File: config.mk
export PLATFORM = sky130hd
export DESIGN_NAME = distance_spawn_emitter
export DESIGN_NICKNAME = d
export VERILOG_FILES = /design/src/dse_pkg.sv /design/src/dse_ctrl.sv /design/src/dse_datapath.sv /design/src/distance_spawn_emitter.sv
export SDC_FILE = /design/constraint.sdc
export NUM_CORES = 2
export LEC_CHECK = 0
export BUFFER_PORTS_ARGS = -buffer_cell sky130_fd_sc_hd__buf_2
export CELL_PAD_IN_SITES_DETAIL_PLACEMENT = 1
export CELL_PAD_IN_SITES_GLOBAL_PLACEMENT = 1
export CORE_MARGIN = 5
export CORE_UTILIZATION = 47
export DETAILED_ROUTE_END_ITERATION = 10
export GPL_ROUTABILITY_DRIVEN = 1
export PLACE_DENSITY = 0.77
export SYNTH_ARGS = -nofsm -noshare
export SYNTH_HDL_FRONTEND = slang
export SYNTH_HIERARCHICAL = 1
export SYNTH_SLANG_ARGS = --single-unit
File: constraint.sdc
create_clock -name clk_i -period 28.5 [get_ports clk_i]
set_input_delay 5.7 -clock clk_i [delete_from_list [all_inputs] [get_ports clk_i]]
set_output_delay 5.7 -clock clk_i [all_outputs]
set_load 0.05 [all_outputs]
File: src/dse_pkg.sv
// Shared types and constants of the distance spawn emitter.
// Used by the controller, the datapath and the top level.
package dse_pkg;

  localparam int unsigned PosW      = 24;
  localparam int unsigned SlotW     = 16;
  localparam int unsigned CountW    = 7;
  localparam int unsigned CfgAddrW  = 3;
  localparam int unsigned CfgDataW  = 24;
  localparam int unsigned CntW      = 6;
  localparam int unsigned SqrtSteps = 25;
  localparam int unsigned IncSteps  = 49;
  localparam int unsigned AxSteps   = 26;

  localparam logic [CfgAddrW-1:0] RegUnitScalar = 3'd0;
  localparam logic [CfgAddrW-1:0] RegSpawnPerUnit = 3'd1;
  localparam logic [CfgAddrW-1:0] RegMoveTol = 3'd2;
  localparam logic [CfgAddrW-1:0] RegMaxDist = 3'd3;
  localparam logic [CfgAddrW-1:0] RegIgnoreZ = 3'd4;
  localparam logic [CfgAddrW-1:0] RegLocalSpace = 3'd5;

  typedef enum logic [3:0] {
    OP_NONE,
    OP_LOAD,
    OP_FIRST,
    OP_SQ,
    OP_SQRT_INIT,
    OP_SQRT_STEP,
    OP_CLR_FRAC,
    OP_MUL,
    OP_DIV_INC_LOAD,
    OP_DIV_STEP,
    OP_COMMIT,
    OP_AX_LOAD,
    OP_AX_STORE,
    OP_EMIT_INIT,
    OP_EMIT
  } op_e;

  typedef struct packed {
    op_e        op;
    logic [1:0] axis;
  } cmd_t;

  typedef struct packed {
    logic disabled;
    logic seen;
    logic tol_hit;
    logic too_far;
    logic n_zero;
    logic emit_last;
  } status_t;

endpackage

File: src/dse_ctrl.sv
// Sequencer of the distance spawn emitter: state machine, step counter,
// output valid. Depends on dse_pkg.
module dse_ctrl (
  input  logic             clk_i,
  input  logic             rst_ni,
  input  logic             in_valid_i,
  output logic             in_ready_o,
  input  logic             out_ready_i,
  output logic             out_valid_o,
  input  dse_pkg::status_t status_i,
  output dse_pkg::cmd_t    cmd_o
);
  import dse_pkg::*;

  typedef enum logic [3:0] {
    S_IDLE, S_START, S_SQ, S_SQRTI, S_SQRT, S_CHECK, S_DIVL, S_DIVI,
    S_COMMIT, S_NCHK, S_AXL, S_AXD, S_AXS, S_EMITI, S_EMIT
  } state_e;

  state_e          state_q, state_d;
  logic [CntW-1:0] cnt_q, cnt_d;
  logic [1:0]      axis_q, axis_d;
  logic            ovalid_q, ovalid_d;
  logic            emit_go;

  assign in_ready_o  = (state_q == S_IDLE);
  assign out_valid_o = ovalid_q;
  assign emit_go     = (state_q == S_EMIT) && (!ovalid_q || out_ready_i);

  always_comb begin
    state_d    = state_q;
    cnt_d      = cnt_q;
    axis_d     = axis_q;
    cmd_o.op   = OP_NONE;
    cmd_o.axis = axis_q;
    unique case (state_q)
      S_IDLE: begin
        if (in_valid_i) begin
          cmd_o.op = OP_LOAD;
          state_d  = S_START;
        end
      end
      S_START: begin
        if (status_i.disabled) begin
          state_d = S_IDLE;
        end else if (!status_i.seen) begin
          cmd_o.op = OP_FIRST;
          state_d  = S_IDLE;
        end else begin
          axis_d  = 2'd0;
          state_d = S_SQ;
        end
      end
      S_SQ: begin
        cmd_o.op = OP_SQ;
        if (axis_q == 2'd2) state_d = S_SQRTI;
        else axis_d = axis_q + 2'd1;
      end
      S_SQRTI: begin
        cmd_o.op = OP_SQRT_INIT;
        cnt_d    = CntW'(SqrtSteps - 1);
        state_d  = S_SQRT;
      end
      S_SQRT: begin
        cmd_o.op = OP_SQRT_STEP;
        if (cnt_q == '0) state_d = S_CHECK;
        else cnt_d = cnt_q - 1'b1;
      end
      S_CHECK: begin
        if (status_i.tol_hit) begin
          state_d = S_IDLE;
        end else if (status_i.too_far) begin
          cmd_o.op = OP_CLR_FRAC;
          state_d  = S_IDLE;
        end else begin
          cmd_o.op = OP_MUL;
          state_d  = S_DIVL;
        end
      end
      S_DIVL: begin
        cmd_o.op = OP_DIV_INC_LOAD;
        cnt_d    = CntW'(IncSteps - 1);
        state_d  = S_DIVI;
      end
      S_DIVI: begin
        cmd_o.op = OP_DIV_STEP;
        if (cnt_q == '0) state_d = S_COMMIT;
        else cnt_d = cnt_q - 1'b1;
      end
      S_COMMIT: begin
        cmd_o.op = OP_COMMIT;
        state_d  = S_NCHK;
      end
      S_NCHK: begin
        axis_d  = 2'd0;
        state_d = status_i.n_zero ? S_IDLE : S_AXL;
      end
      S_AXL: begin
        cmd_o.op = OP_AX_LOAD;
        cnt_d    = CntW'(AxSteps - 1);
        state_d  = S_AXD;
      end
      S_AXD: begin
        cmd_o.op = OP_DIV_STEP;
        if (cnt_q == '0) state_d = S_AXS;
        else cnt_d = cnt_q - 1'b1;
      end
      S_AXS: begin
        cmd_o.op = OP_AX_STORE;
        if (axis_q == 2'd2) state_d = S_EMITI;
        else begin
          axis_d  = axis_q + 2'd1;
          state_d = S_AXL;
        end
      end
      S_EMITI: begin
        cmd_o.op = OP_EMIT_INIT;
        state_d  = S_EMIT;
      end
      S_EMIT: begin
        if (emit_go) begin
          cmd_o.op = OP_EMIT;
          if (status_i.emit_last) state_d = S_IDLE;
        end
      end
      default: state_d = S_IDLE;
    endcase
    if (emit_go) ovalid_d = 1'b1;
    else if (out_ready_i) ovalid_d = 1'b0;
    else ovalid_d = ovalid_q;
  end

  always_ff @(posedge clk_i or negedge rst_ni) begin
    if (!rst_ni) begin
      state_q  <= S_IDLE;
      cnt_q    <= '0;
      axis_q   <= '0;
      ovalid_q <= 1'b0;
    end else begin
      state_q  <= state_d;
      cnt_q    <= cnt_d;
      axis_q   <= axis_d;
      ovalid_q <= ovalid_d;
    end
  end

endmodule

File: src/dse_datapath.sv
// Datapath of the distance spawn emitter: config registers, frame state,
// shared multiplier, bit-serial root, restoring divider, point stepper.
// Depends on dse_pkg.
module dse_datapath #(
  parameter int unsigned MAX_BURST = 64
) (
  input  logic                         clk_i,
  input  logic                         rst_ni,
  input  logic                         cfg_we_i,
  input  logic [dse_pkg::CfgAddrW-1:0] cfg_addr_i,
  input  logic [dse_pkg::CfgDataW-1:0] cfg_wdata_i,
  input  logic [dse_pkg::PosW-1:0]     in_x_i,
  input  logic [dse_pkg::PosW-1:0]     in_y_i,
  input  logic [dse_pkg::PosW-1:0]     in_z_i,
  input  logic [dse_pkg::SlotW-1:0]    in_slots_i,
  input  dse_pkg::cmd_t                cmd_i,
  output dse_pkg::status_t             status_o,
  output logic [dse_pkg::PosW-1:0]     out_x_o,
  output logic [dse_pkg::PosW-1:0]     out_y_o,
  output logic [dse_pkg::PosW-1:0]     out_z_o,
  output logic                         out_last_o
);
  import dse_pkg::*;

  localparam logic [CountW-1:0] MaxBurst = CountW'(MAX_BURST);

  // configuration
  logic [23:0] unit_q, tol_q, maxd_q;
  logic [15:0] spu_q;
  logic        ignz_q, local_q;

  // frame state
  logic [PosW-1:0]  prev_q [3];
  logic [PosW-1:0]  base_q [3];
  logic [PosW-1:0]  cur_q  [3];
  logic [PosW:0]    trav_q [3];
  logic [15:0]      frac_q;
  logic             seen_q;
  logic [SlotW-1:0] slots_q;

  // arithmetic
  logic signed [25:0] mul_a, mul_b;
  logic signed [51:0] prod_q;
  logic [49:0] sq_q, rad_q;
  logic [26:0] rem_q;
  logic [24:0] root_q;
  logic [48:0] dvd_q;
  logic [23:0] drem_q, dvs_q;
  logic [CountW-1:0] n_q, left_q;
  logic [24:0] q0_q [3];
  logic [7:0]  r0_q [3];
  logic [24:0] qa_q [3];
  logic [8:0]  ra_q [3];
  logic [PosW-1:0] ox_q, oy_q, oz_q;
  logic            olast_q;

  // combinational helpers
  logic [PosW:0]   t_raw;
  logic [PosW:0]   t_sel;
  logic [PosW:0]   mag;
  logic [28:0]     rem2;
  logic [26:0]     trial;
  logic [24:0]     dsh;
  logic            dge;
  logic [49:0]     total;
  logic [33:0]     count;
  logic [SlotW-1:0] cap1;
  logic [CountW-1:0] ncap;
  logic [7:0]      two_d;
  logic [PosW:0]   new_t [3];
  logic [8:0]      rs [3];
  logic [24:0]     qs [3];
  logic            wrap [3];
  logic [8:0]      rn [3];
  logic [24:0]     qn [3];
  logic [PosW-1:0] pt [3];

  always_comb begin
    for (int a = 0; a < 3; a++) begin
      new_t[a] = {cur_q[a][PosW-1], cur_q[a]} - {prev_q[a][PosW-1], prev_q[a]};
    end
  end

  // the X square is taken while the travel registers are still loading
  assign t_raw = (cmd_i.op == OP_SQ && cmd_i.axis == 2'd0) ? new_t[0]
                                                           : trav_q[cmd_i.axis];
  assign t_sel = (cmd_i.axis == 2'd2 && ignz_q) ? '0 : t_raw;
  assign mag   = trav_q[cmd_i.axis][PosW] ? (~trav_q[cmd_i.axis] + 1'b1)
                                          : trav_q[cmd_i.axis];

  always_comb begin
    if (cmd_i.op == OP_MUL) begin
      mul_a = signed'({1'b0, root_q});
      mul_b = signed'({10'd0, spu_q});
    end else begin
      mul_a = signed'({t_sel[PosW], t_sel});
      mul_b = signed'({t_sel[PosW], t_sel});
    end
  end

  assign rem2  = {rem_q, rad_q[49:48]};
  assign trial = {root_q, 2'b01};
  assign dsh   = {drem_q, dvd_q[48]};
  assign dge   = (dsh >= {1'b0, dvs_q});
  assign total = {1'b0, dvd_q} + {34'd0, frac_q};
  assign count = total[49:16];
  assign cap1  = (count > {18'd0, slots_q}) ? slots_q : count[15:0];
  assign ncap  = (cap1 > {9'd0, MaxBurst}) ? MaxBurst : cap1[CountW-1:0];
  assign two_d = {n_q, 1'b0} + 8'd2;

  // advance each axis: add 2|t| = q0*2d + r0, carry once when the remainder wraps
  always_comb begin
    for (int a = 0; a < 3; a++) begin
      rs[a]   = ra_q[a] + {1'b0, r0_q[a]};
      qs[a]   = qa_q[a] + q0_q[a];
      wrap[a] = (rs[a] >= {1'b0, two_d});
      rn[a]   = wrap[a] ? rs[a] - {1'b0, two_d} : rs[a];
      qn[a]   = wrap[a] ? qs[a] + 25'd1 : qs[a];
      pt[a]   = local_q ? '0 :
                (trav_q[a][PosW] ? base_q[a] - qn[a][PosW-1:0]
                                 : base_q[a] + qn[a][PosW-1:0]);
    end
  end

  assign status_o.disabled  = (unit_q == '0) || (spu_q == '0);
  assign status_o.seen      = seen_q;
  assign status_o.tol_hit   = (root_q <= {1'b0, tol_q});
  assign status_o.too_far   = (maxd_q != '0) && (root_q > {1'b0, maxd_q});
  assign status_o.n_zero    = (n_q == '0);
  assign status_o.emit_last = (left_q == CountW'(1));

  assign out_x_o    = ox_q;
  assign out_y_o    = oy_q;
  assign out_z_o    = oz_q;
  assign out_last_o = olast_q;

  always_ff @(posedge clk_i or negedge rst_ni) begin
    if (!rst_ni) begin
      unit_q  <= 24'd256;
      spu_q   <= 16'd256;
      tol_q   <= '0;
      maxd_q  <= '0;
      ignz_q  <= 1'b0;
      local_q <= 1'b0;
      prev_q  <= '{default: '0};
      frac_q  <= '0;
      seen_q  <= 1'b0;
    end else begin
      if (cfg_we_i) begin
        unique case (cfg_addr_i)
          RegUnitScalar:   unit_q  <= cfg_wdata_i;
          RegSpawnPerUnit: spu_q   <= cfg_wdata_i[15:0];
          RegMoveTol:      tol_q   <= cfg_wdata_i;
          RegMaxDist:      maxd_q  <= cfg_wdata_i;
          RegIgnoreZ:      ignz_q  <= cfg_wdata_i[0];
          RegLocalSpace:   local_q <= cfg_wdata_i[0];
          default: ;
        endcase
      end
      case (cmd_i.op)
        OP_FIRST: begin
          prev_q <= cur_q;
          frac_q <= '0;
          seen_q <= 1'b1;
        end
        OP_SQ: begin
          if (cmd_i.axis == 2'd0) prev_q <= cur_q;
        end
        OP_CLR_FRAC: frac_q <= '0;
        OP_COMMIT:   frac_q <= total[15:0];
        default: ;
      endcase
    end
  end

  // payload registers, no reset
  always_ff @(posedge clk_i) begin
    case (cmd_i.op)
      OP_LOAD: begin
        cur_q[0] <= in_x_i;
        cur_q[1] <= in_y_i;
        cur_q[2] <= in_z_i;
        slots_q  <= in_slots_i;
      end
      OP_SQ: begin
        prod_q <= mul_a * mul_b;
        if (cmd_i.axis == 2'd0) begin
          sq_q   <= '0;
          base_q <= prev_q;
          trav_q <= new_t;
        end else begin
          sq_q <= sq_q + prod_q[49:0];
        end
      end
      OP_SQRT_INIT: begin
        rad_q  <= sq_q + prod_q[49:0];
        rem_q  <= '0;
        root_q <= '0;
      end
      OP_SQRT_STEP: begin
        rad_q <= {rad_q[47:0], 2'b00};
        if (rem2 >= {2'b00, trial}) begin
          rem_q  <= 27'(rem2 - {2'b00, trial});
          root_q <= {root_q[23:0], 1'b1};
        end else begin
          rem_q  <= rem2[26:0];
          root_q <= {root_q[23:0], 1'b0};
        end
      end
      OP_MUL: prod_q <= mul_a * mul_b;
      OP_DIV_INC_LOAD: begin
        dvd_q  <= {prod_q[40:0], 8'd0};
        drem_q <= '0;
        dvs_q  <= unit_q;
      end
      OP_DIV_STEP: begin
        drem_q <= dge ? 24'(dsh - {1'b0, dvs_q}) : dsh[23:0];
        dvd_q  <= {dvd_q[47:0], dge};
      end
      OP_COMMIT: n_q <= ncap;
      OP_AX_LOAD: begin
        dvd_q  <= {mag, 1'b0, 23'd0};
        drem_q <= '0;
        dvs_q  <= {16'd0, two_d};
      end
      OP_AX_STORE: begin
        q0_q[cmd_i.axis] <= dvd_q[24:0];
        r0_q[cmd_i.axis] <= drem_q[7:0];
      end
      OP_EMIT_INIT: begin
        qa_q   <= '{default: '0};
        ra_q   <= '{default: {2'b00, n_q} + 9'd1};
        left_q <= n_q;
      end
      OP_EMIT: begin
        qa_q    <= qn;
        ra_q    <= rn;
        left_q  <= left_q - 1'b1;
        ox_q    <= pt[0];
        oy_q    <= pt[1];
        oz_q    <= pt[2];
        olast_q <= (left_q == CountW'(1));
      end
      default: ;
    endcase
  end

endmodule

File: src/distance_spawn_emitter.sv
// Top level of the distance spawn emitter: stream ports, config port,
// controller and datapath. Depends on dse_pkg, dse_ctrl, dse_datapath.
//
// One input word per frame carries the emitter position and the free slot
// count. The first enabled frame only records the position. Later frames
// measure the travel from the previous position (Z dropped when
// ignore_z_travel is set), take floor(sqrt) of the squared length, and if it
// lies above the tolerance and within the jump limit add
// dist*spawn_per_unit*256/unit_scalar to a 16-bit fractional remainder. The
// integer part, capped by free_slots and MAX_BURST, gives the number of
// output words; they lie at (i+1)/(n+1) of the raw travel, rounded half away
// from zero, or at the origin in local-space mode, and tlast marks the last
// one. A disabled or first frame goes straight back to idle from the start
// state. A frame that moves is squared per axis and runs through the
// bit-serial square root to the tolerance check, then through one 49-step
// pass of the shared restoring divider for the increment and spawn count,
// then divides each axis by 2(n+1) in that same divider, sets up the point
// stepper, and gives one spawn point per cycle while the output is taken.
// The input accepts a word only when the previous frame is done; a finished
// output word waits in the output register without blocking that.
module distance_spawn_emitter #(
  parameter int unsigned MAX_BURST = 64
) (
  input  logic        clk_i,
  input  logic        rst_ni,
  // config write port
  input  logic                         cfg_we_i,
  input  logic [dse_pkg::CfgAddrW-1:0] cfg_addr_i,
  input  logic [dse_pkg::CfgDataW-1:0] cfg_wdata_i,
  // frame input
  input  logic        s_axis_tvalid,
  output logic        s_axis_tready,
  input  logic [87:0] s_axis_tdata,  // pos_x, pos_y, pos_z, free_slots
  // spawn points
  output logic        m_axis_tvalid,
  input  logic        m_axis_tready,
  output logic [71:0] m_axis_tdata,  // spawn_x, spawn_y, spawn_z
  output logic        m_axis_tlast   // last_spawn
);
  import dse_pkg::*;

  cmd_t    cmd;
  status_t status;
  logic [PosW-1:0] sx, sy, sz;

  dse_ctrl u_ctrl (
    .clk_i       (clk_i),
    .rst_ni      (rst_ni),
    .in_valid_i  (s_axis_tvalid),
    .in_ready_o  (s_axis_tready),
    .out_ready_i (m_axis_tready),
    .out_valid_o (m_axis_tvalid),
    .status_i    (status),
    .cmd_o       (cmd)
  );

  dse_datapath #(
    .MAX_BURST (MAX_BURST)
  ) u_dp (
    .clk_i       (clk_i),
    .rst_ni      (rst_ni),
    .cfg_we_i    (cfg_we_i),
    .cfg_addr_i  (cfg_addr_i),
    .cfg_wdata_i (cfg_wdata_i),
    .in_x_i      (s_axis_tdata[23:0]),
    .in_y_i      (s_axis_tdata[47:24]),
    .in_z_i      (s_axis_tdata[71:48]),
    .in_slots_i  (s_axis_tdata[87:72]),
    .cmd_i       (cmd),
    .status_o    (status),
    .out_x_o     (sx),
    .out_y_o     (sy),
    .out_z_o     (sz),
    .out_last_o  (m_axis_tlast)
  );

  assign m_axis_tdata = {sz, sy, sx};

endmodule

# ---- Word level (Yosys, flattened, before mapping)
# Memory sizes are Yosys's and may differ from the RTL's.
# Index checks and enable logic that the tools add are counted.
dict set report word_totals {
  in_bits 120
  out_inout_bits 75
  register_bits 915
  n_memories 2
  mem_bits_rw 99
}
# name words width rd rd_clocked_by_memory_dff write_ports line
set memory_table {}
lappend memory_table {u_dp.q0_q 3 25 3 0 1 dse_datapath.sv:50} ;# logic [24:0] q0_q [3];
lappend memory_table {u_dp.r0_q 3 8 3 0 1 dse_datapath.sv:51} ;# logic [7:0] r0_q [3];
dict set report classes {
  n_addsub 31
  bitwise_logic 2
  reduce_logical 42
  eq_ne 47
  mux 64
  n_lt_le_gt_ge 10
  n_mul 1
}
# cell n
set ops {}
lappend ops {{two-way mux 25 bit} 8}
lappend ops {{case mux 75 bit (2 select lines)} 1}
lappend ops {{case mux 49 bit (3 select lines)} 1}
lappend ops {{case mux 72 bit (2 select lines)} 1}
lappend ops {{case mux 27 bit (2 select lines)} 2}
lappend ops {{adder 25 x 1 -> 25 bit, second input constant} 4}
lappend ops {{case mux 50 bit (2 select lines)} 1}
lappend ops {{two-way mux 24 bit} 4}
lappend ops {{case mux 24 bit (2 select lines)} 2}
lappend ops {{subtractor 24 bit} 4}
lappend ops {{adder 25 bit} 3}
lappend ops {{subtractor 24 x 24 -> 25 bit} 3}
lappend ops {{adder 24 bit} 3}
lappend ops {{two-way mux 72 bit} 1}
lappend ops {{case mux 4 bit (15 select lines)} 1}
lappend ops {{== test 4 bit, second input constant} 14}
lappend ops {{two-way mux 26 bit} 2}
lappend ops {{two-way mux 4 bit} 13}
lappend ops {{case mux 4 bit (13 select lines)} 1}
lappend ops {{adder 49 x 16 -> 50 bit} 1}
lappend ops {{adder 50 bit} 1}
lappend ops {{binary-select mux 25 bit (select 2 bit)} 1}
lappend ops {{multiplier 26 x 26 -> 50 bit} 1}
lappend ops {{case mux 25 bit (2 select lines)} 1}
lappend ops {{58 further kinds} 123}

# ---- Depth between registers and ports, before layout
dict set report depth {
  word_depth 11
  ltp_mapped 59
  depth_no_buf 57
}

# ---- Hierarchy
# The synthesis kept the hierarchy.
# module seq_area_each_um2 area_each_um2 instances cells_per_inst
set by_module_without_submodules {}
lappend by_module_without_submodules {dse_datapath 28985.3 83829.1 1 8350}
lappend by_module_without_submodules {dse_ctrl 325.3 1164.9 1 151}

# ---- Least setup slack after synthesis
# OpenSTA, ideal clock, no wires.
dict set report synth_path {
  path_kind {in2reg}
  startpoint {input port m_axis_tready}
  endpoint {register u_dp.prod_q[49], data pin}
  path_slack_ns 5.012
  arrival_time_ns 23.224
  t_required_ns 28.236
  cell_stages 37
  path_buffers 2
  path_cell_list {nand2b_1 -> a21o_1 -> a21o_1 -> a32o_1 -> nor3_1 -> nand2_1 -> inv_1 -> clkbuf_1 -> o21ai_0 -> nor2_1 -> a21o_1 -> clkbuf_1 -> nand2_1 -> fa_1 -> inv_1 -> fa_1 -> fa_1 -> inv_1 -> fa_1 -> inv_1 -> fa_1 -> fa_1 -> fa_1 -> ha_1 -> a21o_1 -> a21oi_1 -> o21bai_1 -> a21oi_1 -> nor2b_1 -> or3_1 -> o211ai_1 -> a31oi_1 -> o41ai_1 -> o21ai_0 -> a221o_1 -> a21oi_1 -> xnor2_1}
}
# item line
set synth_rtl {}
lappend synth_rtl {{start: declaration} distance_spawn_emitter.sv:36} ;# input logic m_axis_tready,
lappend synth_rtl {{end signal: assignment} dse_datapath.sv:186} ;# prod_q <= mul_a * mul_b;
lappend synth_rtl {{end signal: assignment} dse_datapath.sv:210} ;# OP_MUL: prod_q <= mul_a * mul_b;
lappend synth_rtl {{end: declaration} dse_datapath.sv:43} ;# logic signed [51:0] prod_q;

==> metrics.txt <==
initial antenna violation count=11; Post-Syn Instances=8501; hold path startpoint=u_dp/prev_q[15]; status=finished, final reports clean; commonest cells after routing, fill and taps aside=1059 x inv_1, 850 x nand2_1, 816 x edfxtp_1, 737 x nor2_1, 709 x fa_1; total core area=0.180 mm2; full die area=0.189 mm2; worst hold path class=reg2reg; CTS Buffer Depth=3; crit-path max FO=78; Routed Antenna Nets=0; final critical-path share of the clock period=0.621; crit path max-delay cell type=a31oi_1; CP startpoint=s_axis_tvalid; 1st-pass router iterations=8; CTS tree=yes; number of synthesized register bits=1008; most common cell after layout, fill and taps aside=inv_1; Nets=10064; DRT Wirelength=293000 um; CTS root buffer=clkbuf_16; crit end category=flip-flop; Reg-to-Reg End=u_dp/prod_q[49]; IO Port Bufs=194; unrepaired setup endpoints after global routing=false; ratio of cells with drive above 1 in the final layout=0.0842; worst hold slack=472 ps; # Max-Cap Violations=0; most frequent CP cell=fa_1; Remaining Overflow, GRT=0; startpoint class of the critical path=primary input; I/O pins=195; Skew-Pair Late Insertion Delay=780 ps; cell count of the worst reg-to-reg path=53; Syn Nets=9923; CTS Buf Count=112; Row Count=156; hold depth=0; vias in the first global route=72861; Sink Count=1008; Vias=66691; Post-synth EDFFs=816; Starting Density=0.471; hold path endpoint=u_dp/base_q[15]; Setup Viol. Count Final=0; first-pass GRT wire length=443000 um; hold-fix buffer count after cts=0; total track usage=0.305; Synth Warn #=6; sequential fraction of the synthesis area=0.345; largest net degree at the start of global routing=81; Starting DRT DRC Count=4943; HPWL Detailed=228000 um; post-cts sizing count=0; Final GP Congestion=0.983; clk slew on worst S/H paths=60 ps; DRC=0; fmax=0.0565 GHz; Die X=435 um; worst endpoint required time=29010 ps; Worst Path Class, Setup=in2reg; Clock H-tree levels=3; synthesis-to-layout area growth=8.94%; Die H=435 um; Mean Syn Cell Area=10.0 um2; Slew @ Worst Pin=1280 ps; Slew HR=0.140; critical path's largest stage delay=760 ps; Post-Syn Area=0.0850 mm2; Worst R2R Start=u_dp/root_q[1]; Post-synth ARST share=0.190; Hold Vio Cnt, Final=0; vias per cell=6.00; Yosys cell types=114; flop2flop setup slack=12260 ps; Post-CTS Setup Repair Bufs=0; max-slew violations=0; clk_skew=54.6 ps; Routed WL per cell=26.4 um; Post-synth top flop=edfxtp_1; crit path time final=17700 ps; setup TNS=0 ps; crit path DAT=18210 ps
-- critical path, delay by kind of cell --
kind,cells,cell delay (ps)
AO/OA/AOI/OAI,13,3470
XOR/XNOR,1,90
buffers and inverters,10,2330
AND/OR/NAND/NOR,10,2760
adder cells (fa/ha/maj),8,3760
-- cell type report --
class / count / area (um2)
fill: 20253 / 87800
clock inverter: 65 / 592
antenna: 7 / 17.5
sequential: 1008 / 29300
tap: 2370 / 2970
timing repair buffer: 301 / 1780
clock buffer: 146 / 3080
inverter: 1063 / 4000
multi-input combinational: 6156 / 50800
-- how the worst max path moves through the flow --
stage,to,slack (ps),cells past startpoint
after detailed placement,u_dp/prod_q[49],10100,42
final,u_dp/prod_q[49],10800,42
after floorplan,u_dp/prod_q[49],5010,37
after global placement,u_dp/prod_q[49],10410,45
after global routing,u_dp/prod_q[49],10100,45
after CTS,u_dp/prod_q[49],10880,42
-- metal layers --
metal  GRT usage  up-vias  share of wire
li1            -    29414              -
met1       0.358    34040           0.38
met2       0.521     2373           0.48
met3      0.0463      860          0.061
met4       0.200        4          0.078
met5           0        -       0.000085
-- flip-flops by register name (all words and copies together), names as in the netlist, 25 cells and up --
| name | flops |
|---|---|
| u_dp/rem_q | 27 |
| u_dp/root_q | 25 |
| u_dp/rad_q | 50 |
| u_dp/prev_q | 72 |
| u_dp/qa_q | 72 |
| u_dp/dvd_q | 49 |
| u_dp/trav_q | 75 |
| u_dp/base_q | 72 |
| u_dp/sq_q | 50 |
| u_dp/ra_q | 27 |
| u_dp/q0_q | 72 |
| u_dp/cur_q | 72 |
| u_dp/prod_q | 50 |
-- kinds of logic (layout without fill, tap and decap cells) --
kind of cell,Yosys count,in the layout,synth area share
XOR/XNOR,514,514,0.0536
buffers and inverters,1337,1575,0.0596
other,0,7,0
multiplexers,205,205,0.0262
AND/OR/NAND/NOR,2533,2533,0.139
flip-flops,1008,1008,0.345
AO/OA/AOI/OAI,1602,1602,0.123
adder cells (fa/ha/maj),1302,1302,0.254
-- cell usage after synthesis (all sizes together), types with 64 or more instances --
library cell / number / area (um2)
a211oi: 78 / 596
a21o: 201 / 1510
a21oi: 428 / 2140
and2: 104 / 653
and3: 82 / 520
clkbuf: 227 / 853
dfrtp: 190 / 4750
edfxtp: 816 / 24500
fa: 709 / 14200
ha: 593 / 7420
inv: 1062 / 3990
mux2: 139 / 1570
mux2i: 66 / 661
nand2: 851 / 3190
nand2b: 73 / 459
nand3: 120 / 601
nand4: 64 / 400
nor2: 747 / 2810
nor2b: 89 / 557
nor3: 149 / 746
o21a: 73 / 548
o21ai: 351 / 1760
xnor2: 296 / 2600
xor2: 215 / 1890
-- stage by stage --
step	utilization	worst slack [ps]	instances	instance area [um2]
final	0.513	10800	11116	92600
after global placement	0.493	10410	10898	88900
after global routing	0.513	10100	11110	92600
after floorplan	-	5010	8501	85000
after detailed placement	0.493	10100	10898	88900
after CTS	0.513	10880	11109	92600
Power is not shown: default switching activity piles up to over one toggle a cycle in this logic, so the estimate is an artifact.
